## src/rtl/masked_box_smooth_3x3_assert.svh

```systemverilog
// assertion macros for the masked 3x3 box smoothing block
// expects i_clk and i_rst_n in the including module
`ifndef MASKED_BOX_SMOOTH_3X3_ASSERT_SVH
`define MASKED_BOX_SMOOTH_3X3_ASSERT_SVH

`ifndef ASSERT_OFF
`define MSM_ASSERT(label, expr, msg) \
    label: assert property (@(posedge i_clk) disable iff (!i_rst_n) (expr)) \
        else $error(msg);
`define MSM_ASSERT_NEXT(label, ante, cons, msg) \
    label: assert property (@(posedge i_clk) disable iff (!i_rst_n) (ante) |=> (cons)) \
        else $error(msg);
`else
`define MSM_ASSERT(label, expr, msg)
`define MSM_ASSERT_NEXT(label, ante, cons, msg)
`endif

`endif

```

## src/rtl/msm_pkg.sv

```systemverilog
// shared constants, types and the reciprocal table of the masked 3x3 box smoother
// no dependencies
package msm_pkg;

    localparam int MAX_WIDTH   = 2048;
    localparam int SAMPLE_BITS = 16;
    localparam int NUM_CH      = 4;
    localparam int WIN         = 9;
    localparam int COL_W       = $clog2(MAX_WIDTH);
    localparam int WIDTH_W     = 12;
    localparam int HEIGHT_W    = 16;
    localparam int CHAN_W      = 3;
    localparam int CFG_IDX_W   = 2;
    localparam int CFG_DATA_W  = 16;
    localparam int PIXEL_W     = NUM_CH * SAMPLE_BITS;
    localparam int SUM_W       = SAMPLE_BITS + 4;
    localparam int CNT_W       = 4;
    localparam int RECIP_SHIFT = 23;
    localparam int RECIP_W     = RECIP_SHIFT + 1;
    localparam int PROD_W      = SUM_W + RECIP_W;
    localparam int QUOT_W      = SAMPLE_BITS + 1;

    localparam logic [CFG_IDX_W-1:0] CFG_IMAGE_WIDTH   = 2'd0;
    localparam logic [CFG_IDX_W-1:0] CFG_IMAGE_HEIGHT  = 2'd1;
    localparam logic [CFG_IDX_W-1:0] CFG_CHANNEL_COUNT = 2'd2;

    typedef logic signed [SAMPLE_BITS-1:0] t_sample;
    typedef t_sample [NUM_CH-1:0] t_pixel;
    typedef logic [WIN-1:0] t_nbr;

    typedef struct packed {
        logic sum_en;
        logic mul_en;
    } t_lane_ctl;

    typedef struct packed {
        logic top_ok;
        logic bottom_ok;
        logic left_ok;
        logic right_ok;
    } t_border;

    typedef struct packed {
        logic                          action;
        logic signed [SAMPLE_BITS-1:0] pixel_ch0;
        logic signed [SAMPLE_BITS-1:0] pixel_ch1;
        logic signed [SAMPLE_BITS-1:0] pixel_ch2;
        logic signed [SAMPLE_BITS-1:0] pixel_ch3;
    } t_in_beat;

    typedef struct packed {
        logic signed [SAMPLE_BITS-1:0] out_ch0;
        logic signed [SAMPLE_BITS-1:0] out_ch1;
        logic signed [SAMPLE_BITS-1:0] out_ch2;
        logic signed [SAMPLE_BITS-1:0] out_ch3;
        logic                          end_of_image;
    } t_out_beat;

    typedef enum logic [4:0] {
        ST_IDLE = 5'b00001,
        ST_READ = 5'b00010,
        ST_SUM  = 5'b00100,
        ST_MUL  = 5'b01000,
        ST_OUT  = 5'b10000
    } t_state;

    // ceil(2^RECIP_SHIFT / n), exact floor division for |sum| below 2^19
    function automatic logic [RECIP_W-1:0] recip_of(input logic [CNT_W-1:0] n);
        logic [RECIP_W-1:0] r;
        case (n)
            4'd1:    r = 24'd8388608;
            4'd2:    r = 24'd4194304;
            4'd3:    r = 24'd2796203;
            4'd4:    r = 24'd2097152;
            4'd5:    r = 24'd1677722;
            4'd6:    r = 24'd1398102;
            4'd7:    r = 24'd1198373;
            4'd8:    r = 24'd1048576;
            4'd9:    r = 24'd932068;
            default: r = '0;
        endcase
        return r;
    endfunction

endpackage

```

## src/rtl/msm_merge.sv

```systemverilog
// merges lane findings: neighbor mask from borders and positive samples, count reciprocal
// depends on msm_pkg
module msm_merge
    import msm_pkg::*;
(
    input  logic                 i_clk,
    input  logic                 i_load,
    input  t_border              i_border,
    input  t_nbr [NUM_CH-1:0]    i_pos,
    output t_nbr                 o_mask,
    output logic [RECIP_W-1:0]   o_recip
);

    t_nbr               w_any;
    t_nbr               w_in_image;
    logic [CNT_W-1:0]   w_count;
    logic [RECIP_W-1:0] r_recip;

    always_comb begin
        for (int n = 0; n < WIN; n++) begin
            w_any[n] = 1'b0;
            for (int c = 0; c < NUM_CH; c++) begin
                w_any[n] = w_any[n] | i_pos[c][n];
            end
        end
    end

    // rows: 0 above, 1 center, 2 below; columns: 0 left, 1 center, 2 right
    always_comb begin
        for (int r = 0; r < 3; r++) begin
            for (int k = 0; k < 3; k++) begin
                w_in_image[r*3+k] = (r != 0 || i_border.top_ok)
                                 && (r != 2 || i_border.bottom_ok)
                                 && (k != 0 || i_border.left_ok)
                                 && (k != 2 || i_border.right_ok);
            end
        end
    end

    assign o_mask = w_any & w_in_image;

    always_comb begin
        w_count = '0;
        for (int n = 0; n < WIN; n++) begin
            w_count = w_count + CNT_W'(o_mask[n]);
        end
    end

    always_ff @(posedge i_clk) begin
        if (i_load) begin
            r_recip <= recip_of(w_count);
        end
    end

    assign o_recip = r_recip;

endmodule

```

## config.mk

```make
export PLATFORM = sky130hd
export DESIGN_NAME = msm_merge
export DESIGN_NICKNAME = d
export VERILOG_FILES = /design/src/rtl/masked_box_smooth_3x3_assert.svh /design/src/rtl/msm_pkg.sv /design/src/rtl/msm_merge.sv
export SDC_FILE = /design/constraint.sdc
export NUM_CORES = 1
export LEC_CHECK = 0
export BUFFER_PORTS_ARGS = -buffer_cell sky130_fd_sc_hd__buf_4
export CAP_MARGIN = 20
export CORE_ASPECT_RATIO = 0.9
export CORE_MARGIN = 5
export CORE_UTILIZATION = 36
export DETAILED_ROUTE_END_ITERATION = 10
export PLACE_DENSITY = 0.7
export SYNTH_ARGS = -nofsm -noshare
export SYNTH_HDL_FRONTEND = slang
export SYNTH_SLANG_ARGS = --single-unit
```

## constraint.sdc

```tcl
create_clock -name i_clk -period 5.5 [get_ports i_clk]
set_input_delay 1.1 -clock i_clk [delete_from_list [all_inputs] [get_ports i_clk]]
set_output_delay 1.1 -clock i_clk [all_outputs]
set_load 0.01 [all_outputs]
```

==> run metrics <==
Syn. warnings 0; synthesized area 1180 um^2; Slowest cell on crit path fa_1; CTS buffer count 3; Avg Inst Size Synth 11.9 um^2; CTS tree done; outcome complete, no violations; min-delay worst type in -> reg; Crit Path Class in -> reg; Syn Inst Count 99; post-cts resize count 0; Wirelength per Cell approximately 14 um; WP data required 5560 ps; Least-Margin Pin Slew ~600 ps; Yosys cell types 25; Initial Utilization 0.379; Slew Limit Fails 0; drt total wl between 2000 and 3000 um; CTS Hold Bufs 0; Ports 75; most common cell after layout, fill and taps aside buf_4; Iteration-0 DRC Markers 37; postcts setup bufs 0; cell internal pwr 0.512 mW; fin nets 228; final worst path period need 4790 ps; RSZ-0062 raised after global routing false; layout cell share with drive strength beyond 1 0.462; crit path max fanout 9; # fillers 277; antenna violations before repair 0; Final setup viols 0; Root Driver clkbuf_8; Die Height between 60 and 70 um; gr ovfl total 0; DP HPWL 2550 um; sequential power share 0.340; max_slew headroom 0.595; Area Overhead vs Synth 51.7%; pre-CTS setup slack 469 ps; switching share of power 0.360; CP delay by family, top adder cells; commonest non-fill, non-tap cells in the layout buf_4 (74), edfxtp_1 (19), inv_1 (14); WP buf/inv 5; GPL Wtd Cong 0.807; crit path DAT around 4900 ps; Startpoint Class input port; GR Util All Layers 0.136; Comb power frac 0.546; crit end category register; register area share after synthesis 0.484; largest net degree at the start of global routing 20; max reg flops 19; Clock Power Share 0.114; die width 70.3 um; Leakage 0.842 nW; antenna viol nets, final 0; Final TNS setup 0 ps; die footprint about 4500 um^2; vias in the first global route 1,092; Synth Register Bits 19; H-tree levels 1; Via Count ~1,000; n_diodes 0; Critical Path Max Stage Delay about 680 ps; f_max 209 MHz; placement row count 19; Power Dens Cells 447 nW/um^2; switching power total 0.288 mW; crit path setup slack, layout 706 ps; first-pass GRT wire length 4950 um; clk slew on worst S/H paths ~60 ps; drt pass-1 iters 4; Period Utilization, post-route 0.872; vias per cell ~4.7; maxcap violations 0; final hold vios 0; Placeable Area a little over 3000 um^2; worst path cell trace buf_4 > o41a_1 > fa_1 > inv_1 > fa_1 > fa_1 > inv_1 > ha_1 > inv_1 > fa_1 > ha_1 > inv_1 > a211o_1 > o31ai_1; Max VDD drop 0.190 mV; clk buf depth 2; detailed-route DRC error count 0; clk sinks 19; Syn Nets 155; Port-buffer cells 74
-- power groups by stage --
stage	Clock [mW]	Combinational, mW	Sequential [mW]
finish	0.0917	0.437	0.272
global route	0.103	0.484	0.280
CTS	0.0937	0.443	0.273
detailed placement	0	0.434	0.276
global placement	0	0.430	0.272
floorplan	0	0.233	0.307
-- synthesized netlist by cell type --
library cell  number  area share
edfxtp_1          19        0.48
inv_1             14       0.045
ha_1               9       0.095
buf_4              5       0.032
fa_1               5       0.085
nand2_1            5       0.016
nor2_1             5       0.016
o31ai_1            5       0.032
nor3_1             4       0.017
nor4_1             4       0.021
a21oi_1            3       0.013
nand3_1            3       0.013
o41a_1             3       0.029
or4_1              3       0.019
o21ai_0            2      0.0085
a211o_1            1      0.0074
a31o_2             1      0.0074
buf_2              1      0.0042
mux2i_1            1      0.0085
nand2b_1           1      0.0053
nor2b_1            1      0.0053
o2111a_1           1      0.0095
o41ai_1            1      0.0074
xnor2_1            1      0.0074
xor2_2             1       0.014
-- metrics by stage --
| stage | util | hold slack, ps | total power, mW | instances | cell area [um^2] |
|---|---|---|---|---|---|
| after detailed placement | 0.560 | 1490 | 0.710 | 209 | 1750 |
| after floorplan | - | 1210 | 0.540 | 99 | 1180 |
| after CTS | 0.575 | 1240 | 0.810 | 213 | 1790 |
| final | 0.575 | 1240 | 0.801 | 213 | 1790 |
| after global routing | 0.575 | 1230 | 0.867 | 213 | 1790 |
| after global placement | 0.560 | 1490 | 0.703 | 209 | 1750 |
-- cell type report --
type | instances | area, um^2 | share of cell area
Timing Repair Buffer | 74 | 556 | 0.310
Multi-Input combinational cell | 60 | 514 | 0.287
Tap cell | 42 | 52.6 | 0.0294
Clock buffer | 4 | 45.0 | 0.0252
Sequential cell | 19 | 571 | 0.319
Inverter | 14 | 52.6 | 0.0294
-- logic make-up after synthesis --
| kind of cell | Yosys count | synth area share |
|---|---|---|
| AOI/OAI and AO/OA | 17 | 0.113 |
| muxes | 1 | 0.00848 |
| and+or+nand+nor | 26 | 0.112 |
| DFF | 19 | 0.484 |
| xor gates and xnor gates | 2 | 0.0212 |
| buffers and inverters | 20 | 0.0806 |
| adders and majority gates | 14 | 0.180 |
-- per-layer routing --
layer  vias up  global-route usage  routed length (um)
li1        502                   -                   -
met2        20               0.251                1670
met1       481               0.155                1190
met3         2              0.0219                  98
met5         -                   0                   0
met4         0              0.0550                  21
-- path summary, 6_finish.rpt --
path | startpoint | endpoint | cells past startpoint
max | i_pos[12] | o_recip[11] | 14
min | i_load | o_recip[10] | 1
Power figures use the tool's default switching activity.
