<file path="config.mk">
export PLATFORM = sky130hd
export DESIGN_NAME = msm_lane
export DESIGN_NICKNAME = d
export VERILOG_FILES = /design/src/rtl/masked_box_smooth_3x3_assert.svh /design/src/rtl/msm_pkg.sv /design/src/rtl/msm_lane.sv
export SDC_FILE = /design/constraint.sdc
export NUM_CORES = 2
export LEC_CHECK = 0
export BUFFER_PORTS_ARGS = -buffer_cell sky130_fd_sc_hd__clkbuf_2
export CORE_MARGIN = 10
export CORE_UTILIZATION = 60
export CTS_BUF_LIST = sky130_fd_sc_hd__clkbuf_8
export DETAILED_ROUTE_END_ITERATION = 10
export PLACE_DENSITY_LB_ADDON = 0.3
export SKIP_CTS_REPAIR_TIMING = 1
export SLEW_MARGIN = 20
export SYNTH_ARGS = -nofsm -noshare
export SYNTH_HDL_FRONTEND = slang
export SYNTH_SLANG_ARGS = --single-unit
</file>
<file path="constraint.sdc">
create_clock -name i_clk -period 16.7 [get_ports i_clk]
set_input_delay 1.67 -clock i_clk [delete_from_list [all_inputs] [get_ports i_clk]]
set_output_delay 1.67 -clock i_clk [all_outputs]
set_load 0.02 [all_outputs]
</file>
<file path="src/rtl/masked_box_smooth_3x3_assert.svh">
// assertion macros for the masked 3x3 box smoothing block
// expects i_clk and i_rst_n in the including module
`ifndef MASKED_BOX_SMOOTH_3X3_ASSERT_SVH
`define MASKED_BOX_SMOOTH_3X3_ASSERT_SVH

`ifndef ASSERT_OFF
`define MSM_ASSERT(label, expr, msg) \
    label: assert property (@(posedge i_clk) disable iff (!i_rst_n) (expr)) \
        else $error(msg);
`define MSM_ASSERT_NEXT(label, ante, cons, msg) \
    label: assert property (@(posedge i_clk) disable iff (!i_rst_n) (ante) |=> (cons)) \
        else $error(msg);
`else
`define MSM_ASSERT(label, expr, msg)
`define MSM_ASSERT_NEXT(label, ante, cons, msg)
`endif

`endif

</file>
<file path="src/rtl/msm_pkg.sv">
// shared constants, types and the reciprocal table of the masked 3x3 box smoother
// no dependencies
package msm_pkg;

    localparam int MAX_WIDTH   = 2048;
    localparam int SAMPLE_BITS = 16;
    localparam int NUM_CH      = 4;
    localparam int WIN         = 9;
    localparam int COL_W       = $clog2(MAX_WIDTH);
    localparam int WIDTH_W     = 12;
    localparam int HEIGHT_W    = 16;
    localparam int CHAN_W      = 3;
    localparam int CFG_IDX_W   = 2;
    localparam int CFG_DATA_W  = 16;
    localparam int PIXEL_W     = NUM_CH * SAMPLE_BITS;
    localparam int SUM_W       = SAMPLE_BITS + 4;
    localparam int CNT_W       = 4;
    localparam int RECIP_SHIFT = 23;
    localparam int RECIP_W     = RECIP_SHIFT + 1;
    localparam int PROD_W      = SUM_W + RECIP_W;
    localparam int QUOT_W      = SAMPLE_BITS + 1;

    localparam logic [CFG_IDX_W-1:0] CFG_IMAGE_WIDTH   = 2'd0;
    localparam logic [CFG_IDX_W-1:0] CFG_IMAGE_HEIGHT  = 2'd1;
    localparam logic [CFG_IDX_W-1:0] CFG_CHANNEL_COUNT = 2'd2;

    typedef logic signed [SAMPLE_BITS-1:0] t_sample;
    typedef t_sample [NUM_CH-1:0] t_pixel;
    typedef logic [WIN-1:0] t_nbr;

    typedef struct packed {
        logic sum_en;
        logic mul_en;
    } t_lane_ctl;

    typedef struct packed {
        logic top_ok;
        logic bottom_ok;
        logic left_ok;
        logic right_ok;
    } t_border;

    typedef struct packed {
        logic                          action;
        logic signed [SAMPLE_BITS-1:0] pixel_ch0;
        logic signed [SAMPLE_BITS-1:0] pixel_ch1;
        logic signed [SAMPLE_BITS-1:0] pixel_ch2;
        logic signed [SAMPLE_BITS-1:0] pixel_ch3;
    } t_in_beat;

    typedef struct packed {
        logic signed [SAMPLE_BITS-1:0] out_ch0;
        logic signed [SAMPLE_BITS-1:0] out_ch1;
        logic signed [SAMPLE_BITS-1:0] out_ch2;
        logic signed [SAMPLE_BITS-1:0] out_ch3;
        logic                          end_of_image;
    } t_out_beat;

    typedef enum logic [4:0] {
        ST_IDLE = 5'b00001,
        ST_READ = 5'b00010,
        ST_SUM  = 5'b00100,
        ST_MUL  = 5'b01000,
        ST_OUT  = 5'b10000
    } t_state;

    // ceil(2^RECIP_SHIFT / n), exact floor division for |sum| below 2^19
    function automatic logic [RECIP_W-1:0] recip_of(input logic [CNT_W-1:0] n);
        logic [RECIP_W-1:0] r;
        case (n)
            4'd1:    r = 24'd8388608;
            4'd2:    r = 24'd4194304;
            4'd3:    r = 24'd2796203;
            4'd4:    r = 24'd2097152;
            4'd5:    r = 24'd1677722;
            4'd6:    r = 24'd1398102;
            4'd7:    r = 24'd1198373;
            4'd8:    r = 24'd1048576;
            4'd9:    r = 24'd932068;
            default: r = '0;
        endcase
        return r;
    endfunction

endpackage

</file>
<file path="src/rtl/msm_lane.sv">
// one channel lane: masked window sum, then divide by multiplying with a reciprocal
// depends on msm_pkg
module msm_lane
    import msm_pkg::*;
(
    input  logic                 i_clk,
    input  logic                 i_used,
    input  t_lane_ctl            i_ctl,
    input  t_sample [WIN-1:0]    i_smp,
    input  t_nbr                 i_mask,
    input  logic [RECIP_W-1:0]   i_recip,
    output t_nbr                 o_pos,
    output t_sample              o_result
);

    logic signed [SUM_W-1:0] w_sum;
    logic signed [SUM_W-1:0] r_sum;
    logic [SUM_W-1:0]        w_abs;
    logic [PROD_W-1:0]       w_prod;
    logic [PROD_W-1:0]       r_prod;
    logic                    r_neg;
    logic [QUOT_W-1:0]       w_quot;
    logic [QUOT_W-1:0]       w_signed_quot;

    always_comb begin
        for (int n = 0; n < WIN; n++) begin
            o_pos[n] = i_used && ($signed(i_smp[n]) > $signed(SAMPLE_BITS'(0)));
        end
    end

    always_comb begin
        w_sum = '0;
        for (int n = 0; n < WIN; n++) begin
            if (i_mask[n]) begin
                w_sum = w_sum + SUM_W'($signed(i_smp[n]));
            end
        end
    end

    assign w_abs  = r_sum[SUM_W-1] ? SUM_W'(-r_sum) : SUM_W'(r_sum);
    assign w_prod = PROD_W'(w_abs) * PROD_W'(i_recip);

    always_ff @(posedge i_clk) begin
        if (i_ctl.sum_en) begin
            r_sum <= w_sum;
        end
        if (i_ctl.mul_en) begin
            r_prod <= w_prod;
            r_neg  <= r_sum[SUM_W-1];
        end
    end

    assign w_quot        = r_prod[RECIP_SHIFT +: QUOT_W];
    assign w_signed_quot = r_neg ? QUOT_W'(-w_quot) : w_quot;
    assign o_result      = i_used ? t_sample'(w_signed_quot[SAMPLE_BITS-1:0]) : '0;

endmodule

</file>
==> out/summary.txt <==
DRC = 0
Max-cap violations = 0
Antenna-violating nets left = 0
Mapped Area = 0.02500 mm^2
Hold path depth = 0
Worst r2r dst = r_prod[38]
Share of layout cells above drive strength 1 = 0.1006
Hold Crit Endpoint = r_neg
Reg2Reg Depth = 29
Global Route met2 Usage = 0.5052
I/O pin count = 206
CTS Buffer Depth = 2
Final setup fails = 0
CP Data Required Time = 16.75 ns
FMAX = 70.17 MHz
Sequential fraction of the synthesis area = 0.04444
Cell mode on critical path = ha_1
Total GRT Usage = 0.2917
Largest net degree at the start of global routing = 32
Overall die width = 224.1 um
Fillers = 3,494
CP Max Fanout = 26
Busiest layer in global routing = met2
Final min period = 14.25 ns
Hold WC Path Type = reg2reg
Worst EP arrival = 14.30 ns
Routed WL per cell = 19.89 um
Ys flop type = edfxtp_1
Vias = 22,310
Antenna violations before repair = 3
Initial DRC count = 1,490
Hold path start = r_sum[19]
Router iterations before antenna repair = 5
Yosys warnings = 0
TritonCTS Buffers = 5
Post-DP HPWL = 58,820 um
Status = finished clean
Worst reg-to-reg setup slack = 6.38 ns
Fin util = 0.6507
Setup TNS = 0 ns
Starting density of the core = 0.6095
Clk pin slew, worst setup/hold paths = 0.09 ns
Distinct cells, synth = 78
Post-Syn Area per Cell = 8.246 um^2
Buffers on Ports = 205
Cell count after synthesis = 3,032
Gpl congestion = 0.9460
P&R area growth vs syn = 6.746%
Share of the synthesized area in the top cell type = 0.3131
Net count, final = 3,986
Clock Sinks = 37
Yosys top cell by area = fa_1
Vias in the first global route = 23,640
Max-slew violation count = 0
Crit path largest cell delay = 0.52 ns
Core Box Area = 0.04102 mm^2
Die area = 0.05023 mm^2
Largest cells by area after synthesis = fa_1 31%, ha_1 14%, inv_1 7.1%
H-tree Lvls = 2
Synth async-reset ratio = 0
Critical setup path kind = in2reg
Die Ht = 224.1 um
CP startpoint kind = primary input
Final-report hold violation count = 0
Rel. slew slack = 0.2867
Clock skew = 0.01331 ns
Number of synthesized flops with an enable pin = 37
Element type at the critical path end = flop
First-pass GRT wire length = 119,500 um
Count leader, synth = inv_1
Clock latency on the worst-skew pair = 0.29 ns
Least-Margin Pin Slew = 1.070 ns
CP max-delay cell = o31ai_1
Vias/cell = 6.073
Reg2Reg Launch Point = r_sum[0]
Gr ovfl total = 0
Met3 Use GR = 0.03305
Top post-synthesis cells by count = 475 x inv_1, 430 x nand2_1, 391 x fa_1, 275 x ha_1, 126 x xnor2_1
Post-synth net total = 3,879
Total wire length = 73,040 um
RSZ-0062 raised after global routing = false
Worst hold slack = 0.9441 ns
Global-route track usage on met1 = 0.3733
Num rows = 74
Final period utilization = 0.8533
FF+latch count, synth = 37
CTS tree = yes
CTS root buf = clkbuf_8
-- how the worst max path moves through the flow --
stage / slack (ns) / to / from
2_1_floorplan: 4.08 / r_sum[19] / i_mask[0]
3_3_place_gp: 2.72 / r_sum[19] / i_mask[0]
3_5_place_dp: 2.37 / r_sum[19] / i_mask[0]
4_1_cts: 2.63 / r_sum[19] / i_mask[0]
5_1_grt: 1.48 / r_sum[19] / i_mask[0]
6_report: 2.45 / r_sum[19] / i_mask[0]
-- routing by layer --
metal | share of wire | wire length (um)
met5 | 0.00025 | 18
met4 | 0.034 | 2490
met3 | 0.075 | 5483
met2 | 0.48 | 35370
met1 | 0.41 | 29670
-- layout by cell type (no fill, tap or decap), types with 24 or more instances in the layout --
cell type,n
a21o_1,65
a21oi_1,124
a31oi_1,24
and2_1,117
clkbuf_2,205
edfxtp_1,37
fa_1,391
ha_1,275
inv_1,475
mux2_2,43
nand2_1,430
nand2b_1,39
nand3_1,26
nor2_1,108
nor2b_1,83
nor3_1,38
nor4_1,30
o21a_1,47
o21ai_0,105
xnor2_1,112
xor2_1,43
-- sequential cells by signal, indices dropped and copies added (netlist names) --
register / cells
r_prod: 16
r_neg: 1
r_sum: 20
-- logic make-up after synthesis --
kind of cell	after synthesis	synth area share
multiplexers	59	0.02597
XOR/XNOR	174	0.06206
AO/OA/AOI/OAI	540	0.1432
buffers and inverters	603	0.09068
flip-flops	37	0.04444
AND/OR/NAND/NOR	953	0.1830
adder cells (fa/ha/maj)	666	0.4507
-- stage by stage --
step           worst slack [ns]  instance area (um^2)  std cells
6_report                  2.450                 26690       3673
5_1_grt                   1.480                 26690       3673
4_1_cts                   2.631                 26690       3672
3_3_place_gp              2.719                 26590       3664
2_1_floorplan             4.079                 25000       3032
3_5_place_dp              2.366                 26590       3664
-- cell type report --
cell class | instances | area, um^2 | area share
Clock buffer | 5 | 68.82 | 0.002579
Inverter | 478 | 1794 | 0.06723
Timing Repair Buffer | 225 | 1176 | 0.04407
Tap cell | 532 | 665.6 | 0.02494
Clock inverter | 3 | 22.52 | 0.0008439
Multi-Input combinational cell | 2392 | 21850 | 0.8186
Antenna cell | 1 | 2.502 | 0.00009376
Sequential cell | 37 | 1111 | 0.04163
-- critical path, delay by kind of cell --
family	cells	cell delay [ns]
compound gates	23	5.09
fa+ha+maj	9	3.01
simple gates	15	1.95
xor+xnor	7	0.95
mux	3	0.86
buf+inv	6	0.74
Power is left out: the tool's default activity adds up to more than one toggle a clock period on the data nets, which glitch-free logic cannot reach.
